## src/tmcw_pkg.sv

```systemverilog
`default_nettype none

package tmcw_pkg;

  // Default screen geometry
  localparam int COLS_DEF = 80;
  localparam int ROWS_DEF = 25;

  // Byte widths of the cell fields and the width of the command code
  localparam int CHAR_W = 8;
  localparam int ATTR_W = 8;
  localparam int CMD_W  = 3;

  // Command codes
  localparam logic [CMD_W-1:0] CMD_PUT_CHAR   = 3'd0;
  localparam logic [CMD_W-1:0] CMD_BACKSPACE  = 3'd1;
  localparam logic [CMD_W-1:0] CMD_CLEAR      = 3'd2;
  localparam logic [CMD_W-1:0] CMD_PUT_AT     = 3'd3;
  localparam logic [CMD_W-1:0] CMD_SET_CURSOR = 3'd4;
  localparam logic [CMD_W-1:0] CMD_READ_CELL  = 3'd5;

  // Character and attribute constants
  localparam logic [CHAR_W-1:0] NEWLINE    = 8'h0A;
  localparam logic [CHAR_W-1:0] SPACE      = 8'h20;
  localparam logic [ATTR_W-1:0] BLANK_ATTR = 8'h07;
  localparam logic [ATTR_W+CHAR_W-1:0] BLANK_CELL = {BLANK_ATTR, SPACE};

  // Controller states
  typedef enum logic [2:0] {
    ST_INIT,
    ST_IDLE,
    ST_PREP,
    ST_ACCESS,
    ST_SCROLL,
    ST_CLEAR,
    ST_EMIT
  } state_t;

  // Datapath operations issued by the controller
  typedef enum logic [2:0] {
    OP_NONE,
    OP_LATCH,
    OP_PREP,
    OP_ACCESS,
    OP_COPY,
    OP_FILL,
    OP_EMIT
  } op_t;

  // Datapath status back to the controller
  typedef struct packed {
    logic is_clear;
    logic scroll_need;
    logic fill_last;
    logic copy_last;
    logic out_free;
  } dp_status_t;

endpackage

`default_nettype wire

```

## src/tmcw_ctrl.sv

```systemverilog
`default_nettype none

module tmcw_ctrl (
  input  wire logic                 clk,
  input  wire logic                 rst,
  input  wire logic                 in_valid,
  output logic                      in_stall,
  input  wire tmcw_pkg::dp_status_t sts,
  output tmcw_pkg::op_t             op
);

  tmcw_pkg::state_t state;
  tmcw_pkg::state_t state_next;

  // State register
  always_ff @(posedge clk) begin
    if (rst) begin
      state <= tmcw_pkg::ST_INIT;
    end else begin
      state <= state_next;
    end
  end

  // Next state
  always_comb begin
    state_next = state;
    case (state)
      tmcw_pkg::ST_INIT: begin
        if (sts.fill_last) state_next = tmcw_pkg::ST_IDLE;
      end
      tmcw_pkg::ST_IDLE: begin
        if (in_valid) state_next = tmcw_pkg::ST_PREP;
      end
      tmcw_pkg::ST_PREP: begin
        state_next = sts.is_clear ? tmcw_pkg::ST_CLEAR : tmcw_pkg::ST_ACCESS;
      end
      tmcw_pkg::ST_ACCESS: begin
        state_next = sts.scroll_need ? tmcw_pkg::ST_SCROLL : tmcw_pkg::ST_EMIT;
      end
      tmcw_pkg::ST_SCROLL: begin
        if (sts.copy_last) state_next = tmcw_pkg::ST_EMIT;
      end
      tmcw_pkg::ST_CLEAR: begin
        if (sts.fill_last) state_next = tmcw_pkg::ST_EMIT;
      end
      tmcw_pkg::ST_EMIT: begin
        if (sts.out_free) state_next = tmcw_pkg::ST_IDLE;
      end
      default: state_next = tmcw_pkg::ST_IDLE;
    endcase
  end

  // Outputs
  always_comb begin
    op       = tmcw_pkg::OP_NONE;
    in_stall = 1'b1;
    case (state)
      tmcw_pkg::ST_INIT: op = tmcw_pkg::OP_FILL;
      tmcw_pkg::ST_IDLE: begin
        in_stall = 1'b0;
        if (in_valid) op = tmcw_pkg::OP_LATCH;
      end
      tmcw_pkg::ST_PREP:   op = tmcw_pkg::OP_PREP;
      tmcw_pkg::ST_ACCESS: op = tmcw_pkg::OP_ACCESS;
      tmcw_pkg::ST_SCROLL: op = tmcw_pkg::OP_COPY;
      tmcw_pkg::ST_CLEAR:  op = tmcw_pkg::OP_FILL;
      tmcw_pkg::ST_EMIT: begin
        if (sts.out_free) op = tmcw_pkg::OP_EMIT;
      end
      default: op = tmcw_pkg::OP_NONE;
    endcase
  end

  // The power-up clearing pass runs once only
  assert property (@(posedge clk) disable iff (rst)
    (state != tmcw_pkg::ST_INIT) |=> (state != tmcw_pkg::ST_INIT))
    else $error("clearing pass re-entered");

  // Scroll follows only an access that called for one
  assert property (@(posedge clk) disable iff (rst)
    (state == tmcw_pkg::ST_ACCESS && !sts.scroll_need) |=> (state != tmcw_pkg::ST_SCROLL))
    else $error("scroll without cause");

  // The clear-state screen fill only serves a clear request
  assert property (@(posedge clk) disable iff (rst)
    (state == tmcw_pkg::ST_CLEAR) |-> sts.is_clear)
    else $error("fill without clear request");

endmodule

`default_nettype wire

```

## config.mk

```make
export PLATFORM = sky130hd
export DESIGN_NAME = tmcw_ctrl
export DESIGN_NICKNAME = d
export VERILOG_FILES = /design/src/tmcw_pkg.sv /design/src/tmcw_ctrl.sv
export SDC_FILE = /design/constraint.sdc
export NUM_CORES = 1
export LEC_CHECK = 0
export ABC_AREA = 1
export BUFFER_PORTS_ARGS = -buffer_cell sky130_fd_sc_hd__buf_2
export CORE_AREA = 2 2 39 41
export CTS_CLUSTER_DIAMETER = 100
export DETAILED_ROUTE_END_ITERATION = 16
export DIE_AREA = 0 0 41 43
export GPL_TIMING_DRIVEN = 0
export SYNTH_ARGS = -nofsm -noshare
export SYNTH_HDL_FRONTEND = slang
export SYNTH_SLANG_ARGS = --single-unit
```

## constraint.sdc

```tcl
create_clock -name clk -period 1.21 [get_ports clk]
set_clock_uncertainty 0.1 [all_clocks]
set_input_delay 0.0605 -clock clk [delete_from_list [all_inputs] [get_ports clk]]
set_output_delay 0.0605 -clock clk [all_outputs]
set_load 0.01 [all_outputs]
```

### Yosys cells after proc, flatten, opt, wreduce, memory -nomap -nowiden

Index checks and enable logic that the tools add are counted.

| word-level totals | value |
|---|---|
| flip-flop bits (word level) | 3 |
| input port bits | 8 |
| output and inout port bits | 4 |
| logic and storage cells | 27 |

| operators by class | value |
|---|---|
| eq/ne operators | 11 |
| muxes and demuxes | 12 |
| reductions and logical operators | 3 |

Operators with widths:

| kind | number |
|---|---|
| 3-bit two-way mux | 7 |
| 3-bit case mux with 7 select lines | 1 |
| 3-bit case mux with 6 select lines | 1 |
| 2-bit inequality test, second input constant | 5 |
| 3-bit equality test, second input constant | 3 |
| 3-bit by 2-bit equality test with 1-bit output, second input constant | 2 |
| 5-bit AND reduction | 1 |
| 3-bit by 1-bit equality test with 1-bit output, second input constant | 1 |
| 3-bit logical NOT | 1 |
| 1-bit two-way mux | 2 |
| 2-bit two-way mux | 1 |
| 2-bit OR reduction | 1 |

### Logic depth before layout (Yosys ltp)

| logic depth | value |
|---|---|
| depth in word-level cells | 3 |
| depth in mapped cells | 9 |

### Worst setup path after synthesis

No wires, ideal clock.

| timing | value |
|---|---|
| kind | flip-flop to flip-flop |
| from | reg state[2] |
| to | reg state[0] |
| arrival | 967 ps |
| setup slack | 30 ps |
| stages on the path, launching flop included | 8 |
| buffers on the path | 1 |
| period minus slack after synthesis | 1180 ps |
| cell sequence | dfxtp_1 buf_4 nor3_2 nand2_1 nand3_2 nand2_1 nand2_1 nor2_1 |

| between the ends | value |
|---|---|
| word-level cells in the longest chain between the ends | 3 |

Ends and longest elaborated chain:

| element | RTL line | source |
|---|---|---|
| start: declaration | tmcw_ctrl.sv:12 | `tmcw_pkg::state_t state;` |
| start signal: assignment | tmcw_ctrl.sv:18 | `state <= tmcw_pkg::ST_INIT;` |
| start signal: assignment | tmcw_ctrl.sv:20 | `state <= state_next;` |
| 3-bit equality test (tied with other cells) | tmcw_ctrl.sv:27 | `case (state)` |
| 2-bit inequality test (no source line) | n/a |  |
| 5-bit AND reduction (no source line) | n/a |  |

Parallel ways exist; a longest one is shown, timed or not.
A chain may end at the register's enable or synchronous reset.

### Worst setup path after layout

| timing | value |
|---|---|
| from | reg state[1] |
| to | out op[0] |

| between the ends | value |
|---|---|
| word-level cells in the longest chain between the ends | 3 |

Ends and longest elaborated chain:

| element | RTL line | source |
|---|---|---|
| 3-bit equality test / 3-bit logical NOT (equally long branches) | tmcw_ctrl.sv:57 | `case (state)` |
| 2-bit OR reduction (no source line) | n/a |  |
| 3-bit case mux with 6 select lines (*) | tmcw_ctrl.sv:57 |  |
| end: declaration | tmcw_ctrl.sv:9 | `output tmcw_pkg::op_t op` |

Every way passes the cells marked *; elsewhere a longest branch is shown, timed or not.

==> impl_metrics.csv <==
group,metric,value,unit
run_status,violations,"negative setup slack",
final_layout,fin_nets,87,
yosys,synth_edf_count,0,
final_layout,antenna_cells,0,
global_routing,grt_pass1_wl,1290,um
setup_path,cp_cell_sequence,"nor3_4 > inv_2 > o21ai_1 > buf_2",
place,place_hpwl,524,um
setup_path,worstPathRequired,1.05,ns
global_routing,grt_util_all_layers,10.65,%
final_layout,syn2layout_area_growth,59.18,%
route,antenna_left,0,
sta,max_slew_margin,87.50,%
route,wl_per_cell,8.074,um
setup_path,cpPeakStageDelay,0.37,ns
route,drtIter0Drc,13,
yosys,synthXorXnorAreaFrac,0,%
die,die_h,43,um
global_routing,grt_pass1_vias,333,
yosys,synth_compound_area_share,8.989,%
clock_tree,clock_path_buffers,2,
final_layout,largest_reg_flops,3,
route,drc,0,
clock_tree,cts.clk_slew.worst_paths,0.03,ns
global_routing,gr-total-overflow,0,
power,p_per_area,2998,mW/mm^2
final_layout,multiInputGateArea,247.7,um^2
place,dpl.cell_count,86,
yosys,yosys.area_share.adder,0,%
sta,setup_violations,5,
final_layout,layout-drive-gt1-share,50.00,%
sta,post-route-worst-setup-slack,-0.1051,ns
setup_path,cp_num_buf_inv,2,
sta,hold_ws,0.1158,ns
min_path,hold_start,"sts[2]",
setup_path,cp_max_fo,7,
die,io_pins,12,
run_status,outcome,"complete, but fails checks",
global_routing,antenna_found_initial,0,
sta,clock.fmax,0.7604,GHz
clock_tree,cts_tree,"built",
min_path,hold_path_class,"primary input to register",
clock_tree,clock_sinks,3,
yosys,yosys_warnings,0,
clock_tree,cts_max_level,1,
flow_run,maxCapViolations,0,
setup_path,startpoint,"state[1]",
final_layout,n_fill_cell,164,
yosys,syn_nets,67,
yosys,async_flop_share,0,%
route,wl,759,um
die,die_x,41,um
yosys,synth_top_family_by_area,"simple AND/OR/NAND/NOR gates",
final_layout,fin_cells,94,
sta,hold_viol,0,
sta,tightest_slew,0.1856,ns
die,core_area,0.001384,mm^2
final_layout,top_register,"state",
place,io_buffers,11,
route,first_pass_iters,3,
yosys,avgSynthCellArea,5.662,um^2
yosys,ys_seq_elements,3,
setup_path,crit_type,"register to output port",
yosys,muxShareOfSynthArea,0,%
die,initial_core_util,24.14,%
setup_path,critical_path.slowest_cell,"dfxtp_4",
setup_path,worst_setup_path_start_kind,"register",
place,dp_slack,-0.06647,ns
place,place_congestion,0.7101,
sta,rsz0062_at_grt,"yes",
setup_path,worstReg2RegStart,"state[1]",
die,dieArea,0.001763,mm^2
setup_path,crit_family,"flip-flops",
global_routing,grt_max_degree,8,
sta,finalCritPeriodShare,108.7,%
yosys,yosys.area.top_type_share,17.98,%
power,peakVddDrop,0.8633,mV
final_layout,final-seq-area,71.32,um^2
yosys,synth-seq-area-share,17.98,%
yosys,synth_cell_types,16,
clock_tree,cts_inserted_buffers,3,
yosys,yosys.area_share.simple,56.18,%
power,total_power,0.001594,W
route,vias,393,
yosys,synthFlopType,"dfxtp_1",
power,p_leak,0.2727,nW
sta,finalMaxSlewViolations,0,
yosys,syn_inst,59,
setup_path,r2r_slack,-0.04,ns
yosys,syn_area,334.1,um^2
sta,tns,-0.2389,ns
yosys,synth_top_cell_by_area,"dfxtp_1",
die,num_rows,14,
sta,min_period,1.315,ns
final_layout,largestRegisters,"state: 3 flops",
setup_path,endpoint_kind,"output port",
setup_path,cp.arrival,1.15,ns
clock_tree,clock_latency,0.23,ns
yosys,synthTopCellsByArea,"dfxtp_1 18%, nor2_1 16%, inv_1 11%, nand2_1 11%, nand2_4 6.7%",
clock_tree,clk_root_buffer_cell,"clkbuf_4",
route,routed_via_density,4.181,
## logic make-up (layout without fill, tap and decap cells)
group | after synthesis | in the layout
AO/OA/AOI/OAI | 6 | 6
AND/OR/NAND/NOR | 36 | 36
buffers and inverters | 14 | 33
flip-flops | 3 | 3
## layout by cell type, fill, tap and decap left out
cell type	count
inv_2	3
o21ai_0	2
buf_6	4
nand2_4	2
nor3_4	2
inv_1	9
clkbuf_1	1
clkbuf_4	3
nor2_4	1
nand4_1	1
buf_2	10
nand2_2	3
inv_6	1
a21oi_1	3
dlygate4sd3_1	1
nor2_2	4
dfxtp_4	3
nand3_1	2
o21ai_1	1
buf_4	1
nand3_2	2
nand2_1	8
nor2_1	11
## repair_timing
action | CTS | global route
gates resized for setup | 13 | 9
hold buffers | 1 | 0
hold endpoints to repair | 2 | 0
pin swaps | 9 | 4
setup buffers | 3 | 1
setup endpoints to repair | 7 | 7
## where the power goes
part | internal, W | switching (W)
clock network | 0.000123 | 0.0000498
logic | 0.000506 | 0.000595
registers | 0.000184 | 0.000135
## final cells by class
| type | instances | share of cell area [%] |
|---|---|---|
| Sequential cell | 3 | 13.41 |
| Inverter | 13 | 10.12 |
| Clock buffer | 4 | 4.941 |
| Tap cell | 16 | 3.765 |
| Multi-Input combinational cell | 42 | 46.59 |
| Timing Repair Buffer | 16 | 21.18 |
## Yosys cell counts (2+ instances only)
master   number
a21oi_1       3
dfxtp_1       3
inv_1        10
inv_2         3
nand2_1      10
nand2_4       2
nand3_1       2
nand3_2       2
nor2_1       14
nor2_2        2
nor3_2        2
o21ai_0       2
## stage by stage
| step | instance area [um^2] | utilization (%) |
|---|---|---|
| after global placement | 409.1 | 29.57 |
| final | 531.8 | 38.43 |
| after CTS | 506.7 | 36.62 |
| after global routing | 531.8 | 38.43 |
| after floorplan | 334.1 | - |
| after detailed placement | 409.1 | 29.57 |
## worst register-to-register path: stages (launching register included)
cell and delay, ns:
dfxtp_4 0.37, nor3_4 0.23, nand2_1 0.14, nand3_2 0.14
nand2_1 0.06, nand2_1 0.06, nor2_1 0.04
## worst paths after layout
| path | endpoint | cells past startpoint |
|---|---|---|
| max reg2reg | state[0] | 6 |
| min reg2reg | state[0] | 4 |
| max | op[0] | 4 |
| min | state[1] | 5 |
## per-layer routing
metal	share of wire, %	vias to the layer above	global-route usage (%)
met2	55	9	15.94
li1	-	219	-
met5	0	-	0
met4	0	0	2.000
met1	40	165	13.87
met3	5.1	0	4.712
No activity file was read; power rests on OpenSTA's default activity.
